`src/rtl/tcce_pkg.sv`:
```
// shared types, codes and helpers of the text console cursor engine
package tcce_pkg;

  // input transaction kinds
  typedef enum logic [1:0] {
    KIND_PUT       = 2'd0,
    KIND_BACKSPACE = 2'd1,
    KIND_CLEAR     = 2'd2
  } kind_t;

  // drawing command codes
  typedef enum logic [1:0] {
    OP_DRAW   = 2'd0,
    OP_BLANK  = 2'd1,
    OP_SCROLL = 2'd2,
    OP_CLEAR  = 2'd3
  } op_t;

  // register indexes on the configuration port
  typedef enum logic [2:0] {
    REG_COLUMNS     = 3'd0,
    REG_ROWS        = 3'd1,
    REG_CELL_WIDTH  = 3'd2,
    REG_CELL_HEIGHT = 3'd3,
    REG_FORE_COLOR  = 3'd4,
    REG_BACK_COLOR  = 3'd5
  } reg_idx_t;

  // control characters
  localparam logic [7:0] CH_LF  = 8'd10;
  localparam logic [7:0] CH_TAB = 8'd9;

  // reset values of the registers
  localparam logic [9:0]  COLUMNS_RST     = 10'd128;
  localparam logic [8:0]  ROWS_RST        = 9'd48;
  localparam logic [6:0]  CELL_WIDTH_RST  = 7'd8;
  localparam logic [6:0]  CELL_HEIGHT_RST = 7'd16;
  localparam logic [31:0] FORE_COLOR_RST  = 32'h00CC_CCCC;
  localparam logic [31:0] BACK_COLOR_RST  = 32'h0000_0000;

  // limits applied when a register is used
  localparam logic [9:0] COLUMNS_MAX = 10'd512;
  localparam logic [8:0] ROWS_MAX    = 9'd256;
  localparam logic [6:0] CELL_MAX    = 7'd64;

  // packed output payload width, rounded up to whole bytes
  localparam int OUT_DATA_W = 104;

  typedef struct packed {
    logic [9:0]  columns;
    logic [8:0]  rows;
    logic [6:0]  cell_width;
    logic [6:0]  cell_height;
    logic [31:0] fore_color;
    logic [31:0] back_color;
  } cfg_t;

  typedef struct packed {
    logic [9:0] col;
    logic [7:0] row;
  } cursor_t;

  typedef struct packed {
    op_t         op;
    logic [14:0] x_pixel;
    logic [13:0] y_pixel;
    logic [7:0]  glyph;
    logic [31:0] fg_out;
    logic [31:0] bg_out;
    logic        last;
  } res_t;

  function automatic logic [9:0] clamp_columns(input logic [9:0] v);
    logic [9:0] r;
    if (v == 10'd0) begin
      r = 10'd1;
    end else if (v > COLUMNS_MAX) begin
      r = COLUMNS_MAX;
    end else begin
      r = v;
    end
    return r;
  endfunction

  function automatic logic [8:0] clamp_rows(input logic [8:0] v);
    logic [8:0] r;
    if (v == 9'd0) begin
      r = 9'd1;
    end else if (v > ROWS_MAX) begin
      r = ROWS_MAX;
    end else begin
      r = v;
    end
    return r;
  endfunction

  function automatic logic [6:0] clamp_cell(input logic [6:0] v);
    logic [6:0] r;
    if (v == 7'd0) begin
      r = 7'd1;
    end else if (v > CELL_MAX) begin
      r = CELL_MAX;
    end else begin
      r = v;
    end
    return r;
  endfunction

endpackage

```
`src/rtl/text_console_cursor_engine_unit.sv`:
```
// top level of the text console cursor engine: registers, input stage and result queue
//
// channel  direction  handshake          payload
// s_*      in         s_tvalid/s_tready  tuser: kind; tdata: ch
// m_*      out        m_tvalid/m_tready  tuser: op; tdata: x, y, glyph, fg, bg; tlast: last
// apb      in         psel/penable       six registers at byte address 4*index
//
// an event waits in the input register until the queue has room, then its results are registered into the queue
// one result leaves per cycle while m_tready is high, so an event with a scroll and a draw gives two results
// the two-entry result queue limits the rate; events without results never wait
// rst (synchronous) clears the cursor, both stages and loads register reset values
// a stalled output keeps accepting events while the queue has room for their results
module text_console_cursor_engine_unit (
  input  logic        clk,
  input  logic        rst,
  // input events
  input  logic        s_tvalid,
  output logic        s_tready,
  input  logic [7:0]  s_tdata,   // [7:0] ch
  input  logic [1:0]  s_tuser,   // [1:0] kind
  // drawing commands
  output logic        m_tvalid,
  input  logic        m_tready,
  output logic [tcce_pkg::OUT_DATA_W-1:0] m_tdata, // x_pixel, y_pixel, glyph, fg_out, bg_out
  output logic [1:0]  m_tuser,   // [1:0] op
  output logic        m_tlast,
  // configuration
  input  logic        psel,
  input  logic        penable,
  input  logic        pwrite,
  input  logic [4:0]  paddr,
  input  logic [31:0] pwdata,
  output logic [31:0] prdata,
  output logic        pready
);

  tcce_pkg::cfg_t    cfg;
  tcce_pkg::cursor_t cur;
  tcce_pkg::cursor_t cur_next;
  logic              in_valid;
  logic [1:0]        in_kind;
  logic [7:0]        in_ch;
  tcce_pkg::res_t    res0;
  tcce_pkg::res_t    res1;
  logic [1:0]        n;
  logic              process;
  tcce_pkg::res_t    q [2];
  tcce_pkg::res_t    q_next [2];
  logic [1:0]        count;
  logic [1:0]        count_next;
  logic [1:0]        base;
  logic              pop;
  logic              cfg_wr;
  logic [2:0]        reg_idx;

  // configuration registers
  assign pready  = 1'b1;
  assign cfg_wr  = psel && penable && pwrite;
  assign reg_idx = paddr[4:2];

  always_ff @(posedge clk) begin
    if (rst) begin
      cfg.columns     <= tcce_pkg::COLUMNS_RST;
      cfg.rows        <= tcce_pkg::ROWS_RST;
      cfg.cell_width  <= tcce_pkg::CELL_WIDTH_RST;
      cfg.cell_height <= tcce_pkg::CELL_HEIGHT_RST;
      cfg.fore_color  <= tcce_pkg::FORE_COLOR_RST;
      cfg.back_color  <= tcce_pkg::BACK_COLOR_RST;
    end else if (cfg_wr) begin
      case (reg_idx)
        tcce_pkg::REG_COLUMNS:     cfg.columns     <= pwdata[9:0];
        tcce_pkg::REG_ROWS:        cfg.rows        <= pwdata[8:0];
        tcce_pkg::REG_CELL_WIDTH:  cfg.cell_width  <= pwdata[6:0];
        tcce_pkg::REG_CELL_HEIGHT: cfg.cell_height <= pwdata[6:0];
        tcce_pkg::REG_FORE_COLOR:  cfg.fore_color  <= pwdata;
        tcce_pkg::REG_BACK_COLOR:  cfg.back_color  <= pwdata;
        default: begin
        end
      endcase
    end
  end

  // register read back
  always_comb begin
    case (reg_idx)
      tcce_pkg::REG_COLUMNS:     prdata = {22'd0, cfg.columns};
      tcce_pkg::REG_ROWS:        prdata = {23'd0, cfg.rows};
      tcce_pkg::REG_CELL_WIDTH:  prdata = {25'd0, cfg.cell_width};
      tcce_pkg::REG_CELL_HEIGHT: prdata = {25'd0, cfg.cell_height};
      tcce_pkg::REG_FORE_COLOR:  prdata = cfg.fore_color;
      tcce_pkg::REG_BACK_COLOR:  prdata = cfg.back_color;
      default:                   prdata = 32'd0;
    endcase
  end

  // event decode and cursor arithmetic
  tcce_step u_step (
    .kind     (in_kind),
    .ch       (in_ch),
    .cur      (cur),
    .cfg      (cfg),
    .cur_next (cur_next),
    .res0     (res0),
    .res1     (res1),
    .n        (n)
  );

  // an event proceeds once the queue has room for all of its results
  assign process  = in_valid && ({1'b0, n} + {1'b0, count} <= 3'd2);
  assign s_tready = !in_valid || process;

  // input register
  always_ff @(posedge clk) begin
    if (rst) begin
      in_valid <= 1'b0;
    end else if (s_tready) begin
      in_valid <= s_tvalid;
    end
  end

  always_ff @(posedge clk) begin
    if (s_tready && s_tvalid) begin
      in_kind <= s_tuser;
      in_ch   <= s_tdata;
    end
  end

  // cursor state
  always_ff @(posedge clk) begin
    if (rst) begin
      cur <= '0;
    end else if (process) begin
      cur <= cur_next;
    end
  end

  // result queue: pop the head, then append new results behind what is left
  assign m_tvalid = (count != 2'd0);
  assign pop      = m_tvalid && m_tready;
  assign base     = pop ? count - 2'd1 : count;

  always_comb begin
    q_next[0]  = pop ? q[1] : q[0];
    q_next[1]  = q[1];
    count_next = base;
    if (process) begin
      count_next = base + n;
      if (n != 2'd0) begin
        if (base == 2'd0) begin
          q_next[0] = res0;
        end else begin
          q_next[1] = res0;
        end
      end
      if (n == 2'd2) begin
        q_next[1] = res1;
      end
    end
  end

  always_ff @(posedge clk) begin
    if (rst) begin
      count <= 2'd0;
    end else begin
      count <= count_next;
    end
  end

  always_ff @(posedge clk) begin
    q[0] <= q_next[0];
    q[1] <= q_next[1];
  end

  // output packing
  assign m_tuser = q[0].op;
  assign m_tlast = q[0].last;
  assign m_tdata = {3'd0, q[0].bg_out, q[0].fg_out, q[0].glyph,
                    q[0].y_pixel, q[0].x_pixel};

  // queue never overfills
  assert property (@(posedge clk) disable iff (rst) count <= 2'd2)
    else $error("result queue overflow");

  // a result that is not the last of its event is always followed by another
  assert property (@(posedge clk) disable iff (rst)
    m_tvalid && m_tready && !m_tlast |=> m_tvalid)
    else $error("missing final result of an event");

  // draw, blank and clear are always the final result of their event
  assert property (@(posedge clk) disable iff (rst)
    m_tvalid && (m_tuser == tcce_pkg::OP_DRAW || m_tuser == tcce_pkg::OP_BLANK ||
                 m_tuser == tcce_pkg::OP_CLEAR) |-> m_tlast)
    else $error("cell command not marked last");

  // clearing the screen homes the cursor
  assert property (@(posedge clk) disable iff (rst)
    process && in_kind == tcce_pkg::KIND_CLEAR |=> cur.col == 10'd0 && cur.row == 8'd0)
    else $error("cursor not homed after clear");

endmodule

```
`src/rtl/tcce_step.sv`:
```
// cursor update and drawing command generation for one console event
module tcce_step (
  input  logic [1:0]       kind,
  input  logic [7:0]       ch,
  input  tcce_pkg::cursor_t cur,
  input  tcce_pkg::cfg_t   cfg,
  output tcce_pkg::cursor_t cur_next,
  output tcce_pkg::res_t   res0,
  output tcce_pkg::res_t   res1,
  output logic [1:0]       n
);

  logic [9:0]  ncols;
  logic [8:0]  nrows;
  logic [8:0]  nrows_m1;
  logic [6:0]  cw;
  logic [6:0]  chh;
  logic [8:0]  row_inc;
  logic        lf_scroll;
  logic [7:0]  lf_row;
  logic [10:0] tab_col;
  logic        scroll;
  logic        emit_cell;
  logic        clear;
  tcce_pkg::op_t cell_op;
  logic [9:0]  col_d;
  logic [7:0]  row_d;
  logic [16:0] x_prod;
  logic [14:0] y_prod;
  tcce_pkg::res_t scroll_res;
  tcce_pkg::res_t cell_res;
  tcce_pkg::res_t clear_res;

  // clamped geometry
  assign ncols    = tcce_pkg::clamp_columns(cfg.columns);
  assign nrows    = tcce_pkg::clamp_rows(cfg.rows);
  assign nrows_m1 = nrows - 9'd1;
  assign cw       = tcce_pkg::clamp_cell(cfg.cell_width);
  assign chh      = tcce_pkg::clamp_cell(cfg.cell_height);

  // move to the next row, scrolling when it leaves the screen
  assign row_inc   = {1'b0, cur.row} + 9'd1;
  assign lf_scroll = (row_inc >= nrows);
  assign lf_row    = lf_scroll ? nrows_m1[7:0] : row_inc[7:0];

  // next tab stop on a multiple of four
  assign tab_col = ({1'b0, cur.col} + 11'd4) & ~11'd3;

  // cursor movement and target cell
  always_comb begin
    scroll    = 1'b0;
    emit_cell = 1'b0;
    clear     = 1'b0;
    cell_op   = tcce_pkg::OP_DRAW;
    col_d     = cur.col;
    row_d     = cur.row;
    cur_next  = cur;
    case (kind)
      tcce_pkg::KIND_PUT: begin
        if (ch == tcce_pkg::CH_LF) begin
          scroll       = lf_scroll;
          cur_next.col = 10'd0;
          cur_next.row = lf_row;
        end else if (ch == tcce_pkg::CH_TAB) begin
          if (tab_col >= {1'b0, ncols}) begin
            scroll       = lf_scroll;
            cur_next.col = 10'd0;
            cur_next.row = lf_row;
          end else begin
            cur_next.col = tab_col[9:0];
          end
        end else begin
          // wrap before drawing when the cursor is past the line end
          if (cur.col >= ncols) begin
            scroll = lf_scroll;
            col_d  = 10'd0;
            row_d  = lf_row;
          end
          emit_cell    = 1'b1;
          cell_op      = tcce_pkg::OP_DRAW;
          cur_next.col = col_d + 10'd1;
          cur_next.row = row_d;
        end
      end
      tcce_pkg::KIND_BACKSPACE: begin
        cell_op = tcce_pkg::OP_BLANK;
        if (cur.col == 10'd0) begin
          // at the origin nothing happens
          if (cur.row != 8'd0) begin
            emit_cell = 1'b1;
            row_d     = cur.row - 8'd1;
            col_d     = ncols - 10'd1;
          end
        end else begin
          emit_cell = 1'b1;
          col_d     = cur.col - 10'd1;
        end
        cur_next.col = col_d;
        cur_next.row = row_d;
      end
      tcce_pkg::KIND_CLEAR: begin
        clear    = 1'b1;
        cur_next = '0;
      end
      default: begin
      end
    endcase
  end

  // pixel position of the target cell
  assign x_prod = {7'd0, col_d} * {10'd0, cw};
  assign y_prod = {7'd0, row_d} * {8'd0, chh};

  // candidate commands
  always_comb begin
    scroll_res        = '0;
    scroll_res.op     = tcce_pkg::OP_SCROLL;
    scroll_res.bg_out = cfg.back_color;
    scroll_res.last   = !emit_cell;

    cell_res         = '0;
    cell_res.op      = cell_op;
    cell_res.x_pixel = x_prod[14:0];
    cell_res.y_pixel = y_prod[13:0];
    cell_res.glyph   = (cell_op == tcce_pkg::OP_DRAW) ? ch : 8'd0;
    cell_res.fg_out  = (cell_op == tcce_pkg::OP_DRAW) ? cfg.fore_color : 32'd0;
    cell_res.bg_out  = cfg.back_color;
    cell_res.last    = 1'b1;

    clear_res      = '0;
    clear_res.op   = tcce_pkg::OP_CLEAR;
    clear_res.last = 1'b1;
  end

  // order the results, scroll ahead of the cell it makes room for
  always_comb begin
    res0 = cell_res;
    res1 = cell_res;
    n    = 2'd0;
    if (clear) begin
      res0 = clear_res;
      n    = 2'd1;
    end else if (scroll && emit_cell) begin
      res0 = scroll_res;
      n    = 2'd2;
    end else if (scroll) begin
      res0 = scroll_res;
      n    = 2'd1;
    end else if (emit_cell) begin
      n = 2'd1;
    end
  end

endmodule
```
`config.mk`:
```
export PLATFORM = sky130hd
export DESIGN_NAME = text_console_cursor_engine_unit
export DESIGN_NICKNAME = d
export VERILOG_FILES = /design/src/rtl/tcce_pkg.sv /design/src/rtl/text_console_cursor_engine_unit.sv /design/src/rtl/tcce_step.sv
export SDC_FILE = /design/constraint.sdc
export NUM_CORES = 1
export LEC_CHECK = 0
export BUFFER_PORTS_ARGS = -buffer_cell sky130_fd_sc_hd__buf_4
export CAP_MARGIN = 20
export CELL_PAD_IN_SITES_DETAIL_PLACEMENT = 1
export CELL_PAD_IN_SITES_GLOBAL_PLACEMENT = 2
export CORE_AREA = 3 3 269 271
export DETAILED_ROUTE_END_ITERATION = 8
export DIE_AREA = 0 0 272 274
export PLACE_DENSITY = 0.66
export SYNTH_ARGS = -nofsm -noshare
export SYNTH_HDL_FRONTEND = slang
export SYNTH_SLANG_ARGS = --single-unit
```
`constraint.sdc`:
```
create_clock -name clk -period 16.82 [get_ports clk]
set_clock_uncertainty 0.2 [all_clocks]
set_input_delay 1.682 -clock clk [delete_from_list [all_inputs] [get_ports clk]]
set_output_delay 1.682 -clock clk [all_outputs]
set_load 0.005 [all_outputs]
```
# After elaboration in Yosys (flattened, before gate mapping)
# Memory sizes are Yosys's and may differ from the RTL's.
# Index checks and enable logic that the tools add are counted.
# W data, S select, Z words.
# totals
mem_bits_rw	208
regBits	128
word_cells	133
input_bits	54
n_memories	1
# mem_list
memory	depth	width	rd	rd_ports_with_merged_regs	wr	line	rtl
q	2	104	2	0	2	text_console_cursor_engine_unit.sv:47	tcce_pkg::res_t q [2];
# classes
n_mux	59
add_sub_neg	10
reduce_logical	30
eq_ne	11
order_cmp	8
mul	2
# ops
operator	count
$mux W104	7
$mux W208	2
$pmux W32 S6	1
$mux W10	11
$mux W8	8
$pmux W18 S3	1
$mux W18	2
$mux W32	1
$mux W7	4
$logic_not A10 Y1	2
$pmux W10 S2	1
$sub A10 B1 Y10 const B	2
$mux W9	2
$eq A8 B4 Y1 const B	2
$pmux W8 S2	1
$sub A8 B1 Y8 const B	2
$mul A10 B7 Y15	1
$gt A7 B7 Y1 const B	2
$logic_not A7 Y1	2
$mul A8 B7 Y14	1
$reduce_and A2 Y1	7
$mux W1	12
$add A10 B3 Y11 const B	1
$ge A11 B10 Y1	1
28 further kinds	44

# Depth between registers and ports, before layout
# logic_depth
word_depth	19
mapped_depth	33

# Cells and area by module
# Synthesis repeated with hierarchy kept, for this count alone.
# hier_totals
hier_cells	2432
hier_area_um2	23107.2
# modules_own_cells
mod	n_inst	area_each_um2	seq_area_each_um2	cells_per_inst
text_console_cursor_engine_unit	1	14974.4	7867.5	1295
tcce_step	1	8132.8	0.0	1137

# Least setup slack after synthesis
# Ideal clock, no wire load.
# synth_timing
path_kind	register to register
from	register cfg[89] (netlist name)
to	memory q[0][104] in the netlist's numbering (enable)
setup_ns	0.601
t_arrival_ns	9.357
n_path_buf	1
period_less_slack_ns	10.158
stages_incl_launch_ff	20
path_slack_ns	6.662
cell_sequence	dfxtp_1 > buf_4 > or4_4 > nor3_1 > o21ai_0 > inv_1 > ha_1 > nand2b_1 > a221o_1 > a221oi_1 > o211ai_1 > and4_4 > ha_1 > nor2_1 > inv_1 > ha_1 > inv_1 > fa_1 > o211ai_1 > a21oi_1
# synth_lines
element	line
end: declaration	text_console_cursor_engine_unit.sv:47

==> results.ini <==
[clock_tree]
clock_latency_ps = 570
max-clock-path-buffers = 3
htreeDepth = 2
post_cts_buffers = 0
clk_pin_slew_ps = 60
holdBufCountCts = 0
post_cts_resized = 0
cts_tree = done
cts_root_buf = clkbuf_16
cts_buffers = 40
cts.sinks = 336

[worst_setup_path]
slowest_delay_ps = 760
reg2reg_from = cfg[89]
slowest_stage = a21oi_1
start_kind = flop
arrival_ps = 9580
worstSetupPathType = reg2reg
timing.reg2reg.worst_path_depth = 29
cp_max_fo = 15
endpoint_kind = flop
crit_required_ps = 17100
r2r_setup_slack_ps = 7520
reg2reg_to = q[0][101]

[routing]
drtPass1Iterations = 4
vias_per_cell = 5.00
remaining_drc_errors = 0
postRouteAntennaNets = 0
routedWlPerCell_um = 20.6
drt_iter0_markers = 929
num_vias = 16300
wirelength_um = 67300

[sta]
finalCritPeriodShare = 0.553
timing.fmax_ghz = 0.108
finalHoldViolations = 0
slew_headroom = 0.297
rsz0062_at_grt = false
period_needed_ps = 9300
hold_slack_ps = 298
worst_pin_slew_ps = 1050
finalMaxSlewViolations = 0
setup_viol_count_final = 0
tns_ps = 0

[global_route]
grt_pass1_wl_um = 104000
grt.total_usage = 0.179
met1_usage = 0.217
top_usage_layer = met2
grtUsageMet2 = 0.328
use_met3 = 0.0291
overflow = 0
antenna_found_initial = 3
grt_max_degree = 111
grt_pass1_vias = 17100

[yosys]
synthCells = 2267
postSynthAreaPerCell_um2 = 9.25
async_flop_share = 0
synth_edf_count = 114
synthFlopType = dfxtp_1
ys_seq_area_frac = 0.375
ys_ff_latch = 336
ys_types = 81
ys_warn_count = 0
synth.cell_area_mm2 = 0.0210

[cells_and_area]
drive_above_1_share = 0.141
nFillCells = 8058
seq_area_mm2 = 0.00787
multiInputGateArea_mm2 = 0.0113
final_area_mm2 = 0.0238
antenna_cells = 0
fin_nets = 2515
syn_to_final_growth_pct = 13.8
post-route-util = 0.341

[place]
port_buffers = 189
postPlaceCellArea_mm2 = 0.0225
gp_congestion = 0.851
hpwl_um = 49800

[floorplan]
die_h_um = 274
row_count = 97
die_x_um = 272
start_util = 0.299
core_area_mm2 = 0.0700
io_pins = 196
fp.dieArea_mm2 = 0.0745

[hold_path]
min_path_cells = 1
worstHoldStart = cfg[41]
hold_end = q[0][42]
hp-class = reg2reg

[run]
maxCapViolations = 0

[pwr]
fin_total_pwr_mw = 2.97
ir_drop_mv = 0.0804
power_leakage_nw = 9.33
power_density_mw_per_mm2 = 125

[status]
status = finished clean

[worst max-delay path by stage]
stage / start / depth (start not counted) / to / slack [ps]
after floorplan: cfg[89] / 19 / q[0][104] / 6660
after global placement: cfg[89] / 30 / q[0][190] / 7450
after detailed placement: cfg[89] / 30 / q[0][190] / 7400
after CTS: cfg[89] / 30 / q[0][190] / 7330
after global routing: cfg[89] / 29 / q[0][101] / 6920
final: cfg[89] / 29 / q[0][101] / 7520
[routing by layer]
layer,up-vias,share of wire
li1,7815,-
met1,8129,0.43
met2,265,0.51
met3,86,0.040
met4,4,0.023
met5,-,0.00031
[cell usage after synthesis (8+ instances only)]
library cell    n  area [um^2]
o22ai_1        25          156
o211ai_1        8         60.1
or2_2           9         56.3
clkbuf_1      106          398
nor2b_1        41          257
inv_1         126          473
a31oi_1        15         93.8
ha_1          105         1310
mux2i_1       136         1360
xnor2_1        28          245
a22oi_1        20          150
buf_2           8         40.0
and3_1         13         81.3
a21oi_1       107          536
nand4_1         8         50.1
o21a_1         15          113
nand2_1       249          935
o22ai_2        10          125
nand3b_1       14          105
a211oi_1       14          105
nand3_1        52          260
xor2_1         25          219
a22o_1         25          219
o2bb2ai_1      41          359
nor4_1         12         75.1
nand2b_1       40          250
o31ai_1         9         67.6
buf_1          11         41.3
mux2_2         13          146
and2_1         91          569
edfxtp_1      114         3420
nor3_1         31          155
fa_1           67         1340
nor2_1        177          664
dfxtp_1       222         4440
o21ai_0        77          385
buf_4         108          811
a21o_1          8         60.1
[final cells by class]
cell class              count  share of cell area
clock inverters            19              0.0107
repair buffers            213              0.0683
multi-input cells        1568               0.476
clock buffers              54              0.0459
well taps                 940              0.0493
flip-flops and latches    336               0.330
inverters                 130              0.0205
[sequential cells by signal (all words and copies together) (netlist names)]
signal,cells
q,208
cfg,97
cur,18
in_ch,8
count,2
in_kind,2
in_valid,1
[cells by family (layout without fill, tap and decap cells)]
logic type	Yosys count	in the layout	synth area share
simple gates	757	757	0.174
compound gates	429	429	0.140
buf+inv	365	416	0.0859
flops	336	336	0.375
fa+ha+maj	172	172	0.127
mux	151	151	0.0741
xor+xnor	55	55	0.0243
other cells	2	4	0.000358
[cell usage in the layout (no fill, tap or decap), drive strengths merged, types with 20 or more instances in the layout]
cell type and instances:
o22ai 35, nor2b 41, nand3 53, and2 91
a22oi 20, nand2b 40, fa 67, a22o 25
buf 213, nor3 31, clkbuf 54, edfxtp 114
o2bb2ai 41, mux2i 136, xnor2 28, nand2 249
ha 105, xor2 25, dfxtp 222, o21ai 78
a21oi 107, inv 129, nor2 178
[stage by stage]
step	setup WS, ps	std cells
6_report	7520	3260
5_1_grt	6920	3260
4_1_cts	7330	3258
3_3_place_gp	7450	3185
3_5_place_dp	7400	3185
2_1_floorplan	6660	2269
[critical path: cells and delay by family (launching register included)]
kind	cells	cell delay, ps
and+or+nand+nor	4	1270
buffers and inverters	5	540
xor gates and xnor gates	1	500
adders and majority gates	6	2530
AOI/OAI and AO/OA	13	3780
DFF	1	410
[power breakdown]
part	switching [mW]	total, mW	internal [mW]
Sequential	0.103	1.11	1.01
Combinational	0.529	0.958	0.429
Clock	0.365	0.902	0.537
Total	0.996	2.97	1.97
Note: power is estimated with default switching activity, not from simulation.
